[src/rtl/core/lsf_pkg.sv]
// Shared constants and types for the least-squares line fit block.
`timescale 1ns / 1ps
package lsf_pkg;

  // Default sizing of the block
  localparam int SAMPLE_BITS_DEF = 12;
  localparam int MAX_POINTS_DEF  = 4096;
  localparam int FRAC_BITS_DEF   = 16;

  // Fit arithmetic wraps at 64 bits
  localparam int ACC_W  = 64;
  localparam int QUOT_W = 32;

  typedef logic [ACC_W-1:0] acc_t;
  typedef logic [1:0]       status_t;

  localparam status_t STATUS_OK       = 2'd0;
  localparam status_t STATUS_ZERO_DEN = 2'd1;
  localparam status_t STATUS_TOO_MANY = 2'd2;

endpackage

[src/rtl/core/least_squares_line_fit.sv]
// Top level of the least-squares straight-line fit over signed sample pairs.
//
//  channel   direction  handshake            beat
//  sample    in         start & !busy        x_value, y_value, last
//  result    out        done (one cycle)     slope, intercept, point_count, status
//
// A pair is accepted every cycle while busy is low. The pair marked last
// starts the fit: busy is high from the next cycle until done, while the
// bit-serial product unit runs and the shared serial divider makes two passes.
// Sets that end in an error skip the divider.
// rst returns to idle with all sums cleared. The receiver cannot stall.
`timescale 1ns / 1ps
module least_squares_line_fit #(
  parameter int SAMPLE_BITS = lsf_pkg::SAMPLE_BITS_DEF,
  parameter int MAX_POINTS  = lsf_pkg::MAX_POINTS_DEF,
  parameter int FRAC_BITS   = lsf_pkg::FRAC_BITS_DEF
) (
  input  logic                                 clk,
  input  logic                                 rst,
  input  logic                                 start,
  output logic                                 busy,
  input  logic signed [SAMPLE_BITS-1:0]        x_value,
  input  logic signed [SAMPLE_BITS-1:0]        y_value,
  input  logic                                 last,
  output logic                                 done,
  output logic signed [lsf_pkg::QUOT_W-1:0]    slope,
  output logic signed [lsf_pkg::QUOT_W-1:0]    intercept,
  output logic [$clog2(MAX_POINTS + 1)-1:0]    point_count,
  output lsf_pkg::status_t                     status
);

  localparam int CNT_W = $clog2(MAX_POINTS + 1);
  localparam int SX_W  = SAMPLE_BITS + CNT_W;
  localparam int PR_W  = 2 * SAMPLE_BITS + CNT_W - 1;
  localparam int AW    = lsf_pkg::ACC_W;

  localparam logic [2:0] ST_IDLE = 3'd0;
  localparam logic [2:0] ST_LOAD = 3'd1;
  localparam logic [2:0] ST_MUL  = 3'd2;
  localparam logic [2:0] ST_DIVM = 3'd3;
  localparam logic [2:0] ST_DIVB = 3'd4;
  localparam logic [2:0] ST_OUT  = 3'd5;

  logic [2:0]             state;
  logic [2:0]             state_next;
  logic                   accept;
  logic [CNT_W-1:0]       count;
  logic signed [SX_W-1:0] sum_x;
  logic signed [SX_W-1:0] sum_y;
  logic signed [PR_W-1:0] sum_xy;
  logic signed [PR_W-1:0] sum_xx;
  logic                   overflow_seen;
  logic                   ovf_hold;
  lsf_pkg::acc_t          den;
  lsf_pkg::acc_t          num_m;
  lsf_pkg::acc_t          num_b;
  lsf_pkg::acc_t          div_num;
  logic                   mul_done;
  logic                   div_start;
  logic                   div_done;
  logic [lsf_pkg::QUOT_W-1:0] quot;
  logic                   den_bad;

  assign accept  = start && !busy;
  assign busy    = state != ST_IDLE;
  assign done    = state == ST_OUT;
  assign den_bad = den[AW-1] || (den == '0);
  assign div_num = (state == ST_MUL) ? num_m : num_b;

  lsf_accum #(
    .SAMPLE_BITS(SAMPLE_BITS),
    .MAX_POINTS (MAX_POINTS),
    .CNT_W      (CNT_W),
    .SX_W       (SX_W),
    .PR_W       (PR_W)
  ) u_accum (
    .clk          (clk),
    .rst          (rst),
    .add          (accept),
    .clear        (state == ST_LOAD),
    .x_value      (x_value),
    .y_value      (y_value),
    .count        (count),
    .sum_x        (sum_x),
    .sum_y        (sum_y),
    .sum_xy       (sum_xy),
    .sum_xx       (sum_xx),
    .overflow_seen(overflow_seen)
  );

  lsf_serial_mul #(
    .CNT_W(CNT_W),
    .SX_W (SX_W),
    .PR_W (PR_W)
  ) u_mul (
    .clk  (clk),
    .rst  (rst),
    .load (state == ST_LOAD),
    .n    (count),
    .sx   (sum_x),
    .sy   (sum_y),
    .sxy  (sum_xy),
    .sxx  (sum_xx),
    .den  (den),
    .num_m(num_m),
    .num_b(num_b),
    .done (mul_done)
  );

  lsf_divider #(
    .FRAC_BITS(FRAC_BITS)
  ) u_div (
    .clk  (clk),
    .rst  (rst),
    .start(div_start),
    .num  (div_num),
    .den  (den),
    .quot (quot),
    .done (div_done)
  );

  always_comb begin
    state_next = state;
    div_start  = 1'b0;
    unique case (state)
      ST_IDLE: begin
        if (accept && last) state_next = ST_LOAD;
      end
      ST_LOAD: begin
        state_next = ST_MUL;
      end
      ST_MUL: begin
        if (mul_done) begin
          if (ovf_hold || den_bad) begin
            state_next = ST_OUT;
          end else begin
            div_start  = 1'b1;
            state_next = ST_DIVM;
          end
        end
      end
      ST_DIVM: begin
        if (div_done) begin
          div_start  = 1'b1;
          state_next = ST_DIVB;
        end
      end
      ST_DIVB: begin
        if (div_done) state_next = ST_OUT;
      end
      ST_OUT: begin
        state_next = ST_IDLE;
      end
      default: begin
        state_next = ST_IDLE;
      end
    endcase
  end

  always_ff @(posedge clk) begin
    if (rst) begin
      state <= ST_IDLE;
    end else begin
      state <= state_next;
    end
  end

  // result beat, built up over the fit
  always_ff @(posedge clk) begin
    if (state == ST_LOAD) begin
      point_count <= count;
      ovf_hold    <= overflow_seen;
      slope       <= '0;
      intercept   <= '0;
    end
    if (state == ST_MUL && mul_done) begin
      if (ovf_hold) begin
        status <= lsf_pkg::STATUS_TOO_MANY;
      end else if (den_bad) begin
        status <= lsf_pkg::STATUS_ZERO_DEN;
      end else begin
        status <= lsf_pkg::STATUS_OK;
      end
    end
    if (state == ST_DIVM && div_done) slope <= quot;
    if (state == ST_DIVB && div_done) intercept <= quot;
  end

endmodule

[src/rtl/core/lsf_accum.sv]
// Running count and sums of x, y, x*y and x*x, one sample pair per cycle while add is high.
`timescale 1ns / 1ps
module lsf_accum #(
  parameter int SAMPLE_BITS = lsf_pkg::SAMPLE_BITS_DEF,
  parameter int MAX_POINTS  = lsf_pkg::MAX_POINTS_DEF,
  parameter int CNT_W       = $clog2(MAX_POINTS + 1),
  parameter int SX_W        = SAMPLE_BITS + CNT_W,
  parameter int PR_W        = 2 * SAMPLE_BITS + CNT_W - 1
) (
  input  logic                          clk,
  input  logic                          rst,
  input  logic                          add,
  input  logic                          clear,
  input  logic signed [SAMPLE_BITS-1:0] x_value,
  input  logic signed [SAMPLE_BITS-1:0] y_value,
  output logic        [CNT_W-1:0]       count,
  output logic signed [SX_W-1:0]        sum_x,
  output logic signed [SX_W-1:0]        sum_y,
  output logic signed [PR_W-1:0]        sum_xy,
  output logic signed [PR_W-1:0]        sum_xx,
  output logic                          overflow_seen
);

  logic signed [2*SAMPLE_BITS-1:0] xy;
  logic signed [2*SAMPLE_BITS-1:0] xx;
  logic                            room;

  assign xy   = x_value * y_value;
  assign xx   = x_value * x_value;
  assign room = count < CNT_W'(MAX_POINTS);

  always_ff @(posedge clk) begin
    if (rst || clear) begin
      count         <= '0;
      sum_x         <= '0;
      sum_y         <= '0;
      sum_xy        <= '0;
      sum_xx        <= '0;
      overflow_seen <= 1'b0;
    end else if (add) begin
      if (room) begin
        count  <= count + 1'b1;
        sum_x  <= sum_x + SX_W'(x_value);
        sum_y  <= sum_y + SX_W'(y_value);
        sum_xy <= sum_xy + PR_W'(xy);
        sum_xx <= sum_xx + PR_W'(xx);
      end else begin
        // pair dropped, set is reported as too many points
        overflow_seen <= 1'b1;
      end
    end
  end

endmodule

[src/rtl/core/lsf_serial_mul.sv]
// Bit-serial forming of the denominator and both numerators, mod 2^64.
`timescale 1ns / 1ps
module lsf_serial_mul #(
  parameter int CNT_W = 13,
  parameter int SX_W  = 25,
  parameter int PR_W  = 36
) (
  input  logic                   clk,
  input  logic                   rst,
  input  logic                   load,
  input  logic [CNT_W-1:0]       n,
  input  logic signed [SX_W-1:0] sx,
  input  logic signed [SX_W-1:0] sy,
  input  logic signed [PR_W-1:0] sxy,
  input  logic signed [PR_W-1:0] sxx,
  output lsf_pkg::acc_t          den,
  output lsf_pkg::acc_t          num_m,
  output lsf_pkg::acc_t          num_b,
  output logic                   done
);

  localparam int AW    = lsf_pkg::ACC_W;
  localparam int STP_W = $clog2(SX_W);

  // multiplier bits, LSB first
  logic [SX_W-1:0]  mn;
  logic [SX_W-1:0]  mx;
  logic [SX_W-1:0]  my;
  // multiplicands, shifted left one place per step
  lsf_pkg::acc_t    a_xx;
  lsf_pkg::acc_t    a_xy;
  lsf_pkg::acc_t    a_x;
  lsf_pkg::acc_t    a_y;
  logic [STP_W-1:0] step;
  logic             run;
  logic             top_bit;
  lsf_pkg::acc_t    d_den;
  lsf_pkg::acc_t    d_m;
  lsf_pkg::acc_t    d_b;

  assign top_bit = step == STP_W'(SX_W - 1);

  // den = n*Sxx - Sx*Sx, num_m = n*Sxy - Sx*Sy, num_b = Sy*Sxx - Sx*Sxy
  always_comb begin
    d_den = (mn[0] ? a_xx : '0) - (mx[0] ? a_x  : '0);
    d_m   = (mn[0] ? a_xy : '0) - (mx[0] ? a_y  : '0);
    d_b   = (my[0] ? a_xx : '0) - (mx[0] ? a_xy : '0);
  end

  always_ff @(posedge clk) begin
    if (rst) begin
      run  <= 1'b0;
      done <= 1'b0;
    end else begin
      done <= 1'b0;
      if (load) begin
        run <= 1'b1;
      end else if (run && top_bit) begin
        run  <= 1'b0;
        done <= 1'b1;
      end
    end
  end

  always_ff @(posedge clk) begin
    if (load) begin
      mn    <= SX_W'(n);
      mx    <= sx;
      my    <= sy;
      a_xx  <= AW'(sxx);
      a_xy  <= AW'(sxy);
      a_x   <= AW'(sx);
      a_y   <= AW'(sy);
      step  <= '0;
      den   <= '0;
      num_m <= '0;
      num_b <= '0;
    end else if (run) begin
      mn   <= mn >> 1;
      mx   <= mx >> 1;
      my   <= my >> 1;
      a_xx <= a_xx << 1;
      a_xy <= a_xy << 1;
      a_x  <= a_x << 1;
      a_y  <= a_y << 1;
      step <= step + 1'b1;
      // sign bit of a two's complement multiplier carries negative weight
      if (top_bit) begin
        den   <= den - d_den;
        num_m <= num_m - d_m;
        num_b <= num_b - d_b;
      end else begin
        den   <= den + d_den;
        num_m <= num_m + d_m;
        num_b <= num_b + d_b;
      end
    end
  end

endmodule

[src/rtl/core/lsf_divider.sv]
// Restoring bit-serial divider giving a saturated signed fixed-point quotient.
`timescale 1ns / 1ps
module lsf_divider #(
  parameter int FRAC_BITS = lsf_pkg::FRAC_BITS_DEF
) (
  input  logic                          clk,
  input  logic                          rst,
  input  logic                          start,
  input  lsf_pkg::acc_t                 num,
  input  lsf_pkg::acc_t                 den,
  output logic [lsf_pkg::QUOT_W-1:0]    quot,
  output logic                          done
);

  localparam int AW    = lsf_pkg::ACC_W;
  localparam int QW    = lsf_pkg::QUOT_W;
  localparam int DV_W  = AW + FRAC_BITS;
  localparam int STP_W = $clog2(DV_W);
  localparam logic [QW:0] POS_MAX = {2'b00, {(QW-1){1'b1}}};
  localparam logic [QW:0] NEG_MAX = {2'b01, {(QW-1){1'b0}}};

  logic [DV_W-1:0]  dv;
  lsf_pkg::acc_t    dvsr;
  lsf_pkg::acc_t    rem;
  lsf_pkg::acc_t    trial;
  lsf_pkg::acc_t    mag;
  logic [QW:0]      q;
  logic             over;
  logic             neg;
  logic             qbit;
  logic             run;
  logic [STP_W-1:0] step;

  assign mag   = num[AW-1] ? (~num + 1'b1) : num;
  // remainder stays below the positive divisor, so its top bit is clear
  assign trial = {rem[AW-2:0], dv[DV_W-1]};
  assign qbit  = trial >= dvsr;

  always_ff @(posedge clk) begin
    if (rst) begin
      run  <= 1'b0;
      done <= 1'b0;
    end else begin
      done <= 1'b0;
      if (start) begin
        run <= 1'b1;
      end else if (run && step == STP_W'(DV_W - 1)) begin
        run  <= 1'b0;
        done <= 1'b1;
      end
    end
  end

  always_ff @(posedge clk) begin
    if (start) begin
      dv   <= DV_W'(mag) << FRAC_BITS;
      dvsr <= den;
      rem  <= '0;
      q    <= '0;
      over <= 1'b0;
      neg  <= num[AW-1];
      step <= '0;
    end else if (run) begin
      dv   <= dv << 1;
      rem  <= qbit ? (trial - dvsr) : trial;
      q    <= {q[QW-1:0], qbit};
      over <= over | q[QW];
      step <= step + 1'b1;
    end
  end

  always_comb begin
    if (!neg) begin
      quot = (over || q > POS_MAX) ? POS_MAX[QW-1:0] : q[QW-1:0];
    end else if (over || q > NEG_MAX) begin
      quot = NEG_MAX[QW-1:0];
    end else begin
      quot = ~q[QW-1:0] + 1'b1;
    end
  end

endmodule
[config.mk]
export PLATFORM = sky130hd
export DESIGN_NAME = least_squares_line_fit
export DESIGN_NICKNAME = d
export VERILOG_FILES = /design/src/rtl/core/lsf_pkg.sv /design/src/rtl/core/least_squares_line_fit.sv /design/src/rtl/core/lsf_accum.sv /design/src/rtl/core/lsf_serial_mul.sv /design/src/rtl/core/lsf_divider.sv
export SDC_FILE = /design/constraint.sdc
export NUM_CORES = 2
export LEC_CHECK = 0
export BUFFER_PORTS_ARGS = -buffer_cell sky130_fd_sc_hd__buf_4
export CORE_MARGIN = 4
export CORE_UTILIZATION = 65
export CTS_BUF_LIST = sky130_fd_sc_hd__clkbuf_4 sky130_fd_sc_hd__clkbuf_8
export DETAILED_ROUTE_END_ITERATION = 10
export GPL_TIMING_DRIVEN = 0
export PLACE_DENSITY = 0.79
export SYNTH_ARGS = -nofsm -noshare
export SYNTH_HDL_FRONTEND = slang
export SYNTH_HIERARCHICAL = 1
export SYNTH_SLANG_ARGS = --single-unit
export TNS_END_PERCENT = 50
[constraint.sdc]
create_clock -name clk -period 14.7 [get_ports clk]
set_input_delay 0.735 -clock clk [delete_from_list [all_inputs] [get_ports clk]]
set_output_delay 0.735 -clock clk [all_outputs]
set_load 0.02 [all_outputs]
==> out/metrics.csv <==
stage,metric,value,unit
logic_synthesis,Yosys cell types,120,
route,Post-DRT Antenna Nets,0,
worst_setup_path,crit path max-delay cell type,clkbuf_1,
clock_tree,"CTS clk-pin slew, worst paths",0.06,ns
route,Pre-antenna DRT Iters,11,
clock_tree,CTS tree,yes,
worst_setup_path,worst r2r src,u_mul/mx[0]$_DFFE_PP_,
timing,transition time of the tightest slew-check pin,1.590,ns
placement,Post-Place Cell Area,94200,um2
logic_synthesis,Seq cells post-synth,972,
min_path,worst min path class,primary input to flop,
global_route,All-Layer GR Usage,0.4082,
route,DRC,2,
logic_synthesis,YS warnings,6,
min_path,WHS Endpoint,state[1]$_SDFFE_PP0P_,
logic_synthesis,Mapped Avg Cell Area,8.436,um2
logic_synthesis,Syn Std Cell Area,90920,um2
cells_and_area,fillers,10740,
worst_setup_path,CP endpoint kind,flop,
worst_setup_path,reg2reg path depth,31,
clock_tree,CTS hold repair buffers,0,
logic_synthesis,largest cells by area after synthesis,"edfxtp_1, dfxtp_1, ha_1, fa_1, nand2_1",
flow_run,Max-cap violations,4,
global_route,GR Overflow Total,0,
clock_tree,CTS Buffer Depth,3,
placement,hpwl dp,247.0,mm
floorplan,Initial Utilization,0.6580,
route,Iter 0 DRT Violations,9550,
clock_tree,clock buffer count from CTS,169,
worst_setup_path,Arrival @ worst endpoint,12.05,ns
run_status,status,"complete, but fails checks",
logic_synthesis,biggest area consumer among synthesized cells,edfxtp_1,
timing,Pins Over Slew Limit,31,
timing,hold slack,0.1669,ns
clock_tree,post-CTS resize count,0,
clock_tree,worst skew pair latency,0.95,ns
placement,GPL Wtd Cong,1.036,
min_path,Hold Path Depth,2,
worst_setup_path,Worst path max stage delay,1.01,ns
route,DR WL/cell,23.56,um
clock_tree,htree depth,4,
timing,Layout Skew,0.04977,ns
timing,highest clock rate,0.08886,GHz
floorplan,die area,145900,um2
route,Routed WL,308.2,mm
cells_and_area,"Cell Count, Final, Fillers Out",13080,
global_route,initial antenna violation count,5,
floorplan,row cnt,136,
route,Via density,6.421,
worst_setup_path,critical path type,flop to flop,
logic_synthesis,dominant synthesized flop cell,edfxtp_1,
cells_and_area,Area Overhead vs Synth,7.795,%
logic_synthesis,Post-synth top cells,"nand2_1, inv_1, a21oi_1",
timing,Final Cycle Share,0.7655,
clock_tree,Sink Count,972,
global_route,vias in the first global route,80740,
logic_synthesis,Post-Syn Instances,10780,
floorplan,Die Width,382.0,um
floorplan,Core Region,138200,um2
cells_and_area,fraction of layout cells with a size suffix above 1,0.05934,
global_route,first-pass GRT wire length,464.4,mm
floorplan,Ports,109,
timing,RSZ-0062 raised after global routing,false,
worst_setup_path,worst r2r dst,u_mul/num_b[55]$_SDFFE_PP0P_,
placement,DP Cell Count,12750,
floorplan,Die H,382.0,um
cells_and_area,post-route cell area,98000,um2
timing,Slew HR,-0.06390,
logic_synthesis,post-synth top area share,0.1744,
worst_setup_path,Worst setup SP type,flop,
logic_synthesis,register area share after synthesis,0.2722,
worst_setup_path,Crit Path Max Fanout,10,
worst_setup_path,flop-to-flop setup slack,3.45,ns
worst_setup_path,Required @ worst endpoint,15.50,ns
run_status,failing checks,"design-rule violations, max-capacitance violations, max-slew violations",
placement,port bufs,108,
clock_tree,post-CTS setup buffer count,0,
cells_and_area,Nets,12190,
clock_tree,CTS Root Cell,clkbuf_8,
worst_setup_path,Crit path top cell by count,clkbuf_1,
cells_and_area,FF/Latch Area,24740,um2
min_path,Hold Crit Start,rst,
logic_synthesis,Post-synth EDFFs,528,
timing,min cycle time layout,11.25,ns
global_route,pin count of the biggest net entering global routing,130,
timing,Final setup viols,0,
timing,Setup TNS,0,ns
route,via count,83990,
logic_synthesis,most frequent cell after synthesis,nand2_1,
logic_synthesis,Post-synth ARST share,0,
logic_synthesis,"Net Count, Synth",11900,
timing,Fin. Hold Viols,0,
cells_and_area,area occupied by multi-input gates,60710,um2
## worst max-delay path: cells and delay by family (launching register included)
family	cells	cell delay, ns
adders and majority gates	2	0.50
AOI/OAI and AO/OA	13	4.53
and+or+nand+nor	8	2.10
xor gates and xnor gates	2	0.74
buffers and inverters	6	2.65
DFF	1	0.59
## metal layers
metal	global-route usage	wire length (um)	vias to the layer above
met4	0.2885	26070	2
met5	0	42	-
met3	0.06485	27270	1032
li1	-	-	38550
met2	0.6492	137500	4589
met1	0.5089	117300	39810
## logic make-up after synthesis
family / Yosys count / synth area share
DFF: 972 / 0.2722
xor gates and xnor gates: 703 / 0.06787
adders and majority gates: 1097 / 0.1847
AOI/OAI and AO/OA: 2805 / 0.1956
and+or+nand+nor: 3451 / 0.1836
buffers and inverters: 1449 / 0.06033
muxes: 300 / 0.03571
## sequential cells by signal, summed over array words and instances (netlist names), 64 cells and up
signal,flops
u_div/dv,64
u_div/dvsr,64
u_mul/a_x,64
u_mul/a_xx,64
u_mul/a_xy,64
u_mul/a_y,64
u_mul/den,64
u_mul/num_b,64
u_mul/num_m,64
## placed cells by master (no fill, tap or decap), types with 58 or more instances in the layout
master and instances:
mux2i_1 138, nor4_1 58, mux2_1 64, nor2b_1 78, mux2_2 94, nand3_1 137, nor2_1 802, and3_1 81
nor3_1 178, fa_1 406, a21o_1 312, clkbuf_1 431, dfxtp_1 444, o21bai_1 84, o31ai_1 69, and2_1 392
o21a_1 87, buf_4 109, inv_1 952, xnor2_1 379, edfxtp_1 528, nand2b_1 96, ha_1 689, a21oi_1 825
nand4_1 161, a31oi_1 80, xor2_1 323, clkbuf_8 185, nand2_1 1167, or3_1 92, a311oi_1 63, o21ai_0 713
a211oi_1 101
## final cells by class
cell class,instances,area share
antenna,10,0.0002553
buffer,493,0.01935
clock buffer,229,0.02935
clock inverter,87,0.009128
inverter,956,0.03669
multi-input combinational,8356,0.6195
sequential,972,0.2525
tap,1863,0.02378
timing repair buffer,113,0.009447
## worst max path at each step
| stage | startpoint | end | slack [ns] | depth (start not counted) |
|---|---|---|---|---|
| final | u_mul/mx[0]$_DFFE_PP_ | u_mul/num_b[55]$_SDFFE_PP0P_ | 3.45 | 31 |
| after global routing | u_mul/mx[0]$_DFFE_PP_ | u_mul/num_m[63]$_SDFFE_PP0P_ | 3.15 | 31 |
| after CTS | u_mul/mx[0]$_DFFE_PP_ | u_mul/num_b[63]$_SDFFE_PP0P_ | 3.68 | 32 |
| after detailed placement | u_mul/mx[0]$_DFFE_PP_ | u_mul/num_b[63]$_SDFFE_PP0P_ | 3.75 | 32 |
| after global placement | state[0]$_SDFFE_PP0P_ | u_mul/my[20]$_DFFE_PP_ | 0.99 | 8 |
| after floorplan | state[0]$_SDFFE_PP0P_ | u_mul/a_x[0]$_SDFFCE_PN0P_ | 5.75 | 8 |
## stage by stage
stage	utilization	setup WS [ns]
final	0.7093	3.447
after global routing	0.7092	3.147
after CTS	0.7090	3.678
after detailed placement	0.6818	3.747
after global placement	0.6807	0.9891
after floorplan	-	5.749
Power is not shown: default switching activity piles up to over one toggle a cycle in this logic, so the estimate is an artifact.
